==> config.mk <==
export PLATFORM = sky130hd
export DESIGN_NAME = basic_update_timer_core
export DESIGN_NICKNAME = d
export VERILOG_FILES = /design/src/hw/rtl/bupt_pkg.sv /design/src/hw/rtl/basic_update_timer_core.sv
export SDC_FILE = /design/constraint.sdc
export NUM_CORES = 1
export LEC_CHECK = 0
export ABC_AREA = 1
export BUFFER_PORTS_ARGS = -buffer_cell sky130_fd_sc_hd__buf_4
export CAP_MARGIN = 0
export CORE_MARGIN = 5
export CORE_UTILIZATION = 55
export CTS_CLUSTER_SIZE = 12
export DETAILED_ROUTE_END_ITERATION = 6
export GPL_ROUTABILITY_DRIVEN = 0
export PLACE_DENSITY = 0.86
export SYNTH_ARGS = -nofsm -noshare
export SYNTH_HDL_FRONTEND = slang
export SYNTH_SLANG_ARGS = --single-unit
export TNS_END_PERCENT = 10
==> constraint.sdc <==
create_clock -name clk_i -period 2.82 [get_ports clk_i]
set_clock_uncertainty 0.1 [all_clocks]
set_input_delay 0.141 -clock clk_i [delete_from_list [all_inputs] [get_ports clk_i]]
set_output_delay 0.141 -clock clk_i [all_outputs]
set_load 0.005 [all_outputs]
==> src/hw/rtl/bupt_pkg.sv <==
package bupt_pkg;

  localparam int unsigned CounterWidth   = 32;
  localparam int unsigned PrescalerWidth = 16;
  localparam int unsigned DataWidth      = 32;

  // Control register bit positions.
  localparam int unsigned CenBit  = 0;
  localparam int unsigned ArpeBit = 7;
  // Single flag bit of the irq enable, status and event generation registers.
  localparam int unsigned LowBit  = 0;

  typedef enum logic [1:0] {
    OpTick  = 2'd0,
    OpWrite = 2'd1,
    OpRead  = 2'd2
  } op_e;

  typedef enum logic [2:0] {
    RegCtrl     = 3'd0,
    RegIrqEn    = 3'd1,
    RegStatus   = 3'd2,
    RegEventGen = 3'd3,
    RegCount    = 3'd4,
    RegPresc    = 3'd5,
    RegReload   = 3'd6
  } reg_e;

  typedef struct packed {
    logic [1:0]           operation;
    logic [2:0]           reg_select;
    logic [DataWidth-1:0] write_data;
  } req_t;

  typedef struct packed {
    logic [DataWidth-1:0] read_data;
    logic                 update_flag;
    logic                 irq;
  } rsp_t;

endpackage

==> src/hw/rtl/basic_update_timer_core.sv <==
// The response to an accepted request is registered in the output register, or in the skid entry.
// Throughput: one request per cycle while the skid entry is empty; a two-entry output buffer
// (output register plus skid) lets one more request in while a response is stalled.
// Reset: all control bits, flags, counters and prescale values clear to zero, the reload
// shadow and active registers set to all ones, and both output entries are emptied.
module basic_update_timer_core (
  input  logic          clk_i,
  input  logic          rst_ni,
  input  logic          in_valid_i,
  output logic          in_stall_o,
  input  bupt_pkg::req_t in_req_i,
  output logic          out_valid_o,
  input  logic          out_stall_i,
  output bupt_pkg::rsp_t out_rsp_o
);

  localparam int unsigned CW = bupt_pkg::CounterWidth;
  localparam int unsigned PW = bupt_pkg::PrescalerWidth;
  localparam int unsigned DW = bupt_pkg::DataWidth;

  // Timer state.
  logic          cen_q, cen_d;
  logic          arpe_q, arpe_d;
  logic          uie_q, uie_d;
  logic          uif_q, uif_d;
  logic [CW-1:0] cnt_q, cnt_d;
  logic [PW-1:0] psc_cnt_q, psc_cnt_d;
  logic [PW-1:0] psc_sh_q, psc_sh_d;
  logic [PW-1:0] psc_act_q, psc_act_d;
  logic [CW-1:0] arr_sh_q, arr_sh_d;
  logic [CW-1:0] arr_act_q, arr_act_d;

  // Output buffer.
  logic           out_valid_q, out_valid_d;
  logic           skid_valid_q, skid_valid_d;
  bupt_pkg::rsp_t out_q, out_d;
  bupt_pkg::rsp_t skid_q, skid_d;

  logic           in_acc;
  logic           out_take;
  logic           upd_evt;
  logic [DW-1:0]  rd_data;
  bupt_pkg::rsp_t rsp;
  bupt_pkg::op_e  op;
  bupt_pkg::reg_e sel;

  assign op       = bupt_pkg::op_e'(in_req_i.operation);
  assign sel      = bupt_pkg::reg_e'(in_req_i.reg_select);
  assign in_stall_o = skid_valid_q;
  assign in_acc   = in_valid_i & ~skid_valid_q;
  assign out_take = out_valid_q & ~out_stall_i;

  // Next timer state for the request at the input.
  always_comb begin
    cen_d     = cen_q;
    arpe_d    = arpe_q;
    uie_d     = uie_q;
    uif_d     = uif_q;
    cnt_d     = cnt_q;
    psc_cnt_d = psc_cnt_q;
    psc_sh_d  = psc_sh_q;
    psc_act_d = psc_act_q;
    arr_sh_d  = arr_sh_q;
    arr_act_d = arr_act_q;
    upd_evt   = 1'b0;
    case (op)
      bupt_pkg::OpTick: begin
        if (cen_q) begin
          if (psc_cnt_q != psc_act_q) begin
            psc_cnt_d = psc_cnt_q + 1'b1;
          end else begin
            psc_cnt_d = '0;
            // A zero reload blocks the counter while the prescaler keeps running.
            if (arr_act_q != '0) begin
              if (cnt_q == arr_act_q) begin
                upd_evt = 1'b1;
              end else begin
                cnt_d = cnt_q + 1'b1;
              end
            end
          end
        end
      end
      bupt_pkg::OpWrite: begin
        case (sel)
          bupt_pkg::RegCtrl: begin
            cen_d  = in_req_i.write_data[bupt_pkg::CenBit];
            arpe_d = in_req_i.write_data[bupt_pkg::ArpeBit];
          end
          bupt_pkg::RegIrqEn: begin
            uie_d = in_req_i.write_data[bupt_pkg::LowBit];
          end
          bupt_pkg::RegStatus: begin
            // The flag is cleared by writing zero; writing one leaves it alone.
            if (!in_req_i.write_data[bupt_pkg::LowBit]) begin
              uif_d = 1'b0;
            end
          end
          bupt_pkg::RegEventGen: begin
            upd_evt = in_req_i.write_data[bupt_pkg::LowBit];
          end
          bupt_pkg::RegCount: begin
            cnt_d = in_req_i.write_data[CW-1:0];
          end
          bupt_pkg::RegPresc: begin
            psc_sh_d = in_req_i.write_data[PW-1:0];
          end
          bupt_pkg::RegReload: begin
            arr_sh_d = in_req_i.write_data[CW-1:0];
            if (!arpe_q) begin
              arr_act_d = in_req_i.write_data[CW-1:0];
            end
          end
          default: begin
          end
        endcase
      end
      default: begin
      end
    endcase
    if (upd_evt) begin
      cnt_d     = '0;
      psc_cnt_d = '0;
      psc_act_d = psc_sh_q;
      arr_act_d = arr_sh_q;
      uif_d     = 1'b1;
    end
  end

  // Read data comes from the state before the request.
  always_comb begin
    rd_data = '0;
    if (op == bupt_pkg::OpRead) begin
      case (sel)
        bupt_pkg::RegCtrl: begin
          rd_data[bupt_pkg::CenBit]  = cen_q;
          rd_data[bupt_pkg::ArpeBit] = arpe_q;
        end
        bupt_pkg::RegIrqEn:  rd_data[bupt_pkg::LowBit] = uie_q;
        bupt_pkg::RegStatus: rd_data[bupt_pkg::LowBit] = uif_q;
        bupt_pkg::RegCount:  rd_data = DW'(cnt_q);
        bupt_pkg::RegPresc:  rd_data = DW'(psc_sh_q);
        bupt_pkg::RegReload: rd_data = DW'(arr_sh_q);
        default:             rd_data = '0;
      endcase
    end
  end

  always_comb begin
    rsp.read_data   = rd_data;
    rsp.update_flag = uif_d;
    rsp.irq         = uif_d & uie_d;
  end

  // The skid entry fills only when the output register is held by a stall.
  always_comb begin
    out_valid_d  = out_valid_q;
    skid_valid_d = skid_valid_q;
    out_d        = out_q;
    skid_d       = skid_q;
    if (out_take || !out_valid_q) begin
      if (skid_valid_q) begin
        out_d        = skid_q;
        out_valid_d  = 1'b1;
        skid_valid_d = 1'b0;
      end else if (in_acc) begin
        out_d       = rsp;
        out_valid_d = 1'b1;
      end else begin
        out_valid_d = 1'b0;
      end
    end else if (in_acc) begin
      skid_d       = rsp;
      skid_valid_d = 1'b1;
    end
  end

  always_ff @(posedge clk_i or negedge rst_ni) begin
    if (!rst_ni) begin
      cen_q        <= 1'b0;
      arpe_q       <= 1'b0;
      uie_q        <= 1'b0;
      uif_q        <= 1'b0;
      cnt_q        <= '0;
      psc_cnt_q    <= '0;
      psc_sh_q     <= '0;
      psc_act_q    <= '0;
      arr_sh_q     <= '1;
      arr_act_q    <= '1;
      out_valid_q  <= 1'b0;
      skid_valid_q <= 1'b0;
    end else begin
      if (in_acc) begin
        cen_q     <= cen_d;
        arpe_q    <= arpe_d;
        uie_q     <= uie_d;
        uif_q     <= uif_d;
        cnt_q     <= cnt_d;
        psc_cnt_q <= psc_cnt_d;
        psc_sh_q  <= psc_sh_d;
        psc_act_q <= psc_act_d;
        arr_sh_q  <= arr_sh_d;
        arr_act_q <= arr_act_d;
      end
      out_valid_q  <= out_valid_d;
      skid_valid_q <= skid_valid_d;
    end
  end

  always_ff @(posedge clk_i) begin
    out_q  <= out_d;
    skid_q <= skid_d;
  end

  assign out_valid_o = out_valid_q;
  assign out_rsp_o   = out_q;

endmodule

Word-level counts from Yosys, hierarchy flattened:

Index checks and enable logic that the tools add are counted.

* multipliers: 0
* div/mod/pow operators: 0
* shifts and indexed selects: 0
* multiplexer cells: 38
* bitwise logic cells: 6
* order comparisons: 0
* eq/ne operators: 16
* add/sub/neg operators: 2
* reductions and logical operators: 21

Operators by type and width (count)
* $mux 32: 11
* $pmux 24 s3: 1
* $mux 34: 2
* $mux 16: 4
* $pmux 32 s2: 1
* $add 32x1->32 const B: 1
* $eq 32x32->1: 1
* $reduce_bool 32->1: 1
* $pmux 6 s3: 1
* $add 16x1->16 const B: 1
* $ne 16x16->1: 1
* $mux 1: 15
* $ne 3x3->1 const B: 5
* $reduce_and 3->1: 4
* $reduce_bool 2->1: 6
* $eq 3x3->1 const B: 3
* $reduce_and 7->1: 1
* $eq 3x2->1 const B: 2
* $pmux 1 s6: 1
* $reduce_and 2->1: 3
* $pmux 1 s4: 1
* $reduce_and 4->1: 1
* $and 1x1->1: 3
* $eq 3x1->1 const B: 1
* other kinds (10): 12

* bits in read-only memories: 0
* output and inout bits: 36
* memory bits (writable): 0
* bits in latches: 0
* logic and storage cells: 101
* register bits after elaboration: 218
* memories kept: 0

Longest topological paths before layout:

* depth after elaboration: 10
* mapped depth: 16

Worst setup path after synthesis:

OpenSTA, ideal clock, no wires.

* path kind: reg2reg
* start point: register skid_valid_q (netlist: in_stall_o)
* end point: register out_q, in the netlist out_rsp_o[0] (enable)
* arrival time: 2.426 ns
* data required time: 2.283 ns
* buffers on the path: 1
* clock period less this slack: 2.963 ns
* setup slack: -0.143 ns
* setup time: 0.437 ns
* cell stages (with the launch flop): 4
* cell sequence: dfrtp_1 > clkbuf_1 > nor2_1 > a21oi_1

* cells in the longest elaborated chain, start to end: 4

RTL lines
* start, declared: RTL line basic_update_timer_core.sv:35 `logic skid_valid_q, skid_valid_d;`
* start signal, assigned: RTL line basic_update_timer_core.sv:206 `skid_valid_q <= skid_valid_d;`
* $not 1->1: RTL line basic_update_timer_core.sv:50 `assign in_acc = in_valid_i & ~skid_valid_q;`
* $and 1x1->1: RTL line basic_update_timer_core.sv:50
* $reduce_bool 2->1 (no line) *
* $reduce_and 2->1 (no line) *
* end signal, assigned: RTL line basic_update_timer_core.sv:211 `out_q <= out_d;`
* end, declared: RTL line basic_update_timer_core.sv:36 `bupt_pkg::rsp_t out_q, out_d;`

Mark *: on every way between the ends. The rest lies on a longest branch, timed or not.
A chain may end at the register's enable or synchronous reset.

Worst setup path in the final report:

* start point: register cnt_q[7]
* end point: register arr_act_q[7]

* cells in the longest elaborated chain, start to end: 8
* elaborated cells between the ends (all ways): 11

RTL lines
* start, declared: RTL line basic_update_timer_core.sv:26 `logic [CW-1:0] cnt_q, cnt_d;`
* start signal, assigned: RTL line basic_update_timer_core.sv:198 `cnt_q <= cnt_d;`
* $eq 32x32->1 *: RTL line basic_update_timer_core.sv:75 `if (cnt_q == arr_act_q) begin`
* $mux 1 *: RTL line basic_update_timer_core.sv:75
* $mux 1 *: RTL line basic_update_timer_core.sv:74 `if (arr_act_q != '0) begin`
* $mux 1 *: RTL line basic_update_timer_core.sv:69 `if (psc_cnt_q != psc_act_q) begin`
* $mux 1 *: RTL line basic_update_timer_core.sv:68 `if (cen_q) begin`
* $pmux 1 s2 *: RTL line basic_update_timer_core.sv:66 `case (op)`
* $ne 2x1->1 (no line) or $reduce_bool 2->1 (tied branches)
* $reduce_and 4->1 (no line)
* end signal, assigned: RTL line basic_update_timer_core.sv:203 `arr_act_q <= arr_act_d;`
* end, declared: RTL line basic_update_timer_core.sv:31 `logic [CW-1:0] arr_act_q, arr_act_d;`

Marked as above.

==> out/qor.csv <==
stage,metric,value,unit
setup_path,Critical Path AT,3.03,ns
power_and_ir_drop,PwrDens,661.2,nW/um^2
power_and_ir_drop,Internal Dissipation,6.294,mW
setup_path,reg2reg start,cnt_q[7],
setup_path,"delay-heaviest family, CP",simple AND/OR/NAND/NOR gates,
routing,Detail Route Antenna Nets,0,
layout,area added between synthesis and finish,16.30,%
hold_path,HP Start,in_req_i[36],
timing,Tmin final,2.688,ns
clock_network,worst-case clock buffer depth,3,
setup_path,r2r worst-path depth,16,
power_and_ir_drop,sequential share of power,0.478,
power_and_ir_drop,total power draw,9.209,mW
clock_network,CTS tree,done,
timing,worst slew pin tran,0.7112,ns
floorplanning,number of core rows,54,
synth,syn nets,1690,
power_and_ir_drop,Sw Ratio,0.3165,
clock_network,worst skew pair latency,0.51,ns
floorplanning,Core Area,21620,um^2
timing,hold slack,0.02190,ns
global_routing,first-pass GRT wire length,54610,um
synth,sequential share of the synthesized area,0.4906,
floorplanning,Die Ht,157.6,um
layout,final net count,1793,
synth,post-synth cell types,35,
layout,diode count,0,
setup_path,"Cell Chain, Critical Path","inv_1, nand2_1, nand2_1, nor2_1, nand2_1, nor2_1, nand2_1, nor2_2, nand2_2, nand2_4, nand2_2, buf_4, nand2_1, buf_6, nand2_1, nand2_1",
floorplanning,Die Width,157.6,um
hold_path,HP Class,input pin to register,
layout,Layout Cells excl Fill,2046,
setup_path,Worst setup EP type,register,
power_and_ir_drop,sw power,2.915,mW
clock_network,CTS clock-pin slew for the worst setup and hold paths,0.06,ns
status,status,finished clean,
place,Buffers on Ports,76,
setup_path,crit-path max cell delay,0.50,ns
hold_path,hold depth,5,
power_and_ir_drop,VDD IR max,0.0004873,V
synth,"flops & latches, synth",218,
global_routing,largest net degree at the start of global routing,74,
place,dpl hpwl,22840,um
global_routing,grt ovf,0,
setup_path,CP Buf/Inv Count,3,
timing,Fin. Hold Viols,0,
layout,share of cells above drive strength 1,0.1268,
floorplanning,Die Area,24830,um^2
timing,Final Max Tran Viols,0,
setup_path,Slowest cell on crit path,dfrtp_1,
timing,Final setup viols,0,
clock_network,TritonCTS buffer count,23,
routing,Residual DRC,0,
layout,Fillers,1732,
setup_path,Worst Path Required,3.16,ns
setup_path,Critical Path Most Common Cell,nand2_1,
synth,syn_area_per_cell,7.272,um^2
timing,setup TNS,0,ns
hold_path,WHS Endpoint,uif_q,
global_routing,gr usage total,0.2707,
clock_network,depth of the CTS H-tree,1,
clock_network,Post-CTS Setup Inserts,0,
routing,DRT iter0 DRCs,1308,
routing,via count,11380,
setup_path,Setup Crit Path Kind,register to register,
setup_path,Startpoint Class,register,
routing,Vias/cell,5.562,
power_and_ir_drop,Comb power frac,0.207,
timing,fmax,0.3721,GHz
floorplanning,I/O Pins,77,
routing,per-cell routed wire length,16.43,um
floorplanning,Initial Util,0.5539,
clock_network,Root Driver,clkbuf_16,
routing,Pre-antenna DRT Iters,6,
routing,final WL,33620,um
timing,Slew HR,0.5259,
setup_path,crit path max fanout,18,
timing,RSZ-0062 raised after global routing,yes,
synth,Post-Syn Area,11980,um^2
layout,post-layout util,0.6442,
run,max_cap viols,0,
synth,cells after synthesis,1647,
setup_path,FF-to-FF End,arr_act_q[7],
clock_network,clk sinks,218,
place,dpl cells,1967,
global_routing,initial antenna violation count,1,
global_routing,vias in the first global route,10850,
power_and_ir_drop,clock share of power,0.315,
timing,crit share post-route,0.9530,
synth,YS warnings,0,
power_and_ir_drop,leakage,6.486,nW
setup_path,register-to-register setup slack,0.13,ns
-- tightest hold or removal path, cell delays in order --
cell     delay, ns
buf_4         0.11
nor2_4        0.07
nand3_1       0.10
o21ai_0       0.10
nand2_1       0.07
-- layout by cell type (no fill, tap or decap), types with 2 or more instances in the layout --
| cell type | count |
|---|---|
| inv_2 | 11 |
| edfxtp_1 | 68 |
| nand2_1 | 638 |
| clkinv_2 | 2 |
| clkbuf_16 | 23 |
| xor2_1 | 24 |
| dfrtp_1 | 86 |
| clkbuf_1 | 10 |
| dlygate4sd3_1 | 38 |
| nand2_4 | 2 |
| buf_6 | 3 |
| nor2_2 | 4 |
| inv_1 | 172 |
| buf_4 | 99 |
| clkinv_1 | 4 |
| clkbuf_8 | 6 |
| nand3_1 | 106 |
| nand2_2 | 5 |
| nor3_1 | 18 |
| a21oi_1 | 39 |
| o21ai_0 | 127 |
| ha_1 | 2 |
| o221ai_1 | 14 |
| dfstp_2 | 64 |
| nand3b_1 | 3 |
| nor2_1 | 172 |
| o21ai_1 | 14 |
-- worst max-delay path by stage --
stage	end	depth (start not counted)	start
3_3_place_gp	cnt_q[18]	15	arr_act_q[0]
3_5_place_dp	cnt_q[2]	15	arr_act_q[1]
5_1_grt	arr_act_q[7]	16	arr_act_q[1]
2_1_floorplan	skid_q[0]	3	in_stall_o
6_report	arr_act_q[7]	16	cnt_q[7]
4_1_cts	cnt_q[29]	15	arr_act_q[1]
-- timing repair --
item | 4_1_cts | 5_1_grt
endpoints found under the hold margin | 146 | 0
endpoints found under the setup margin | 0 | 50
hold buffers | 38 | 0
resized for setup | 0 | 3
-- per-layer routing --
| metal | wire [um] | vias up | GRT usage |
|---|---|---|---|
| li1 | - | 5393 | - |
| met1 | 13500 | 5250 | 0.3686 |
| met2 | 15760 | 622 | 0.4425 |
| met4 | 1370 | 0 | 0.1036 |
| met3 | 2992 | 115 | 0.03822 |
| met5 | 0 | - | 0 |
-- power by group through the flow --
stage	sequential [mW]	combinational, mW	clock [mW]
after CTS	4.38	1.87	2.91
after detailed placement	4.43	1.81	0
final	4.40	1.90	2.90
after floorplan	4.30	1.27	0
after global placement	4.40	1.73	0
after global routing	4.47	2.17	3.05
-- synth_stat cells, drive strengths merged --
library cell    n  area share
nor2          177       0.057
o221ai         14       0.010
clkbuf         35       0.011
o22ai           1     0.00052
nor3           18      0.0075
inv           183       0.057
a31oi           1     0.00052
nand3b          3      0.0019
a221oi          1     0.00073
dfrtp          86        0.18
a2111oi         1     0.00073
nand4           2      0.0016
buf            28       0.014
clkinv          4      0.0013
or2             1     0.00052
nand2         645        0.20
edfxtp         68        0.17
nand3         106       0.044
o21ai         141       0.059
dfstp          64        0.14
a21oi          40       0.017
nor4            1     0.00052
o211ai          1     0.00063
ha              2      0.0021
xor2           24       0.018
-- flip-flops by register name (all words and copies together) (netlist names) --
name,count
skid_q,34
in_stall_o,1
arr_act_q,32
psc_sh_q,16
uie_q,1
psc_cnt_q,16
psc_act_q,16
cnt_q,32
uif_q,1
cen_q,1
arpe_q,1
out_rsp_o,34
out_valid_o,1
arr_sh_q,32
-- cell families (layout without fill, tap and decap cells) --
logic type / Yosys count / in the layout / synth area share
AOI/OAI and AO/OA: 200 / 200 / 0.08901
xor gates and xnor gates: 24 / 24 / 0.01755
adders and majority gates: 2 / 2 / 0.002089
buffers and inverters: 250 / 369 / 0.08389
DFF: 218 / 218 / 0.4906
and+or+nand+nor: 953 / 953 / 0.3169
-- area by class of cell --
type,count,area (um^2),area share
Sequential cell,218,5876,0.4218
Multi-Input combinational cell,1179,5117,0.3674
Timing Repair Buffer,141,1177,0.08453
Inverter,187,701.9,0.05040
Clock buffer,39,695.7,0.04995
Tap cell,280,350.3,0.02515
Clock inverter,2,10.01,0.0007186
-- per-stage QoR --
stage	setup slack [ns]	cell area, um^2
final	0.1324	13930
after global routing	-0.01751	13930
after CTS	0.07666	13920
after detailed placement	0.1248	12830
after global placement	0.2089	12830
after floorplan	0.2206	11980
(Power assumes the default switching activity.)
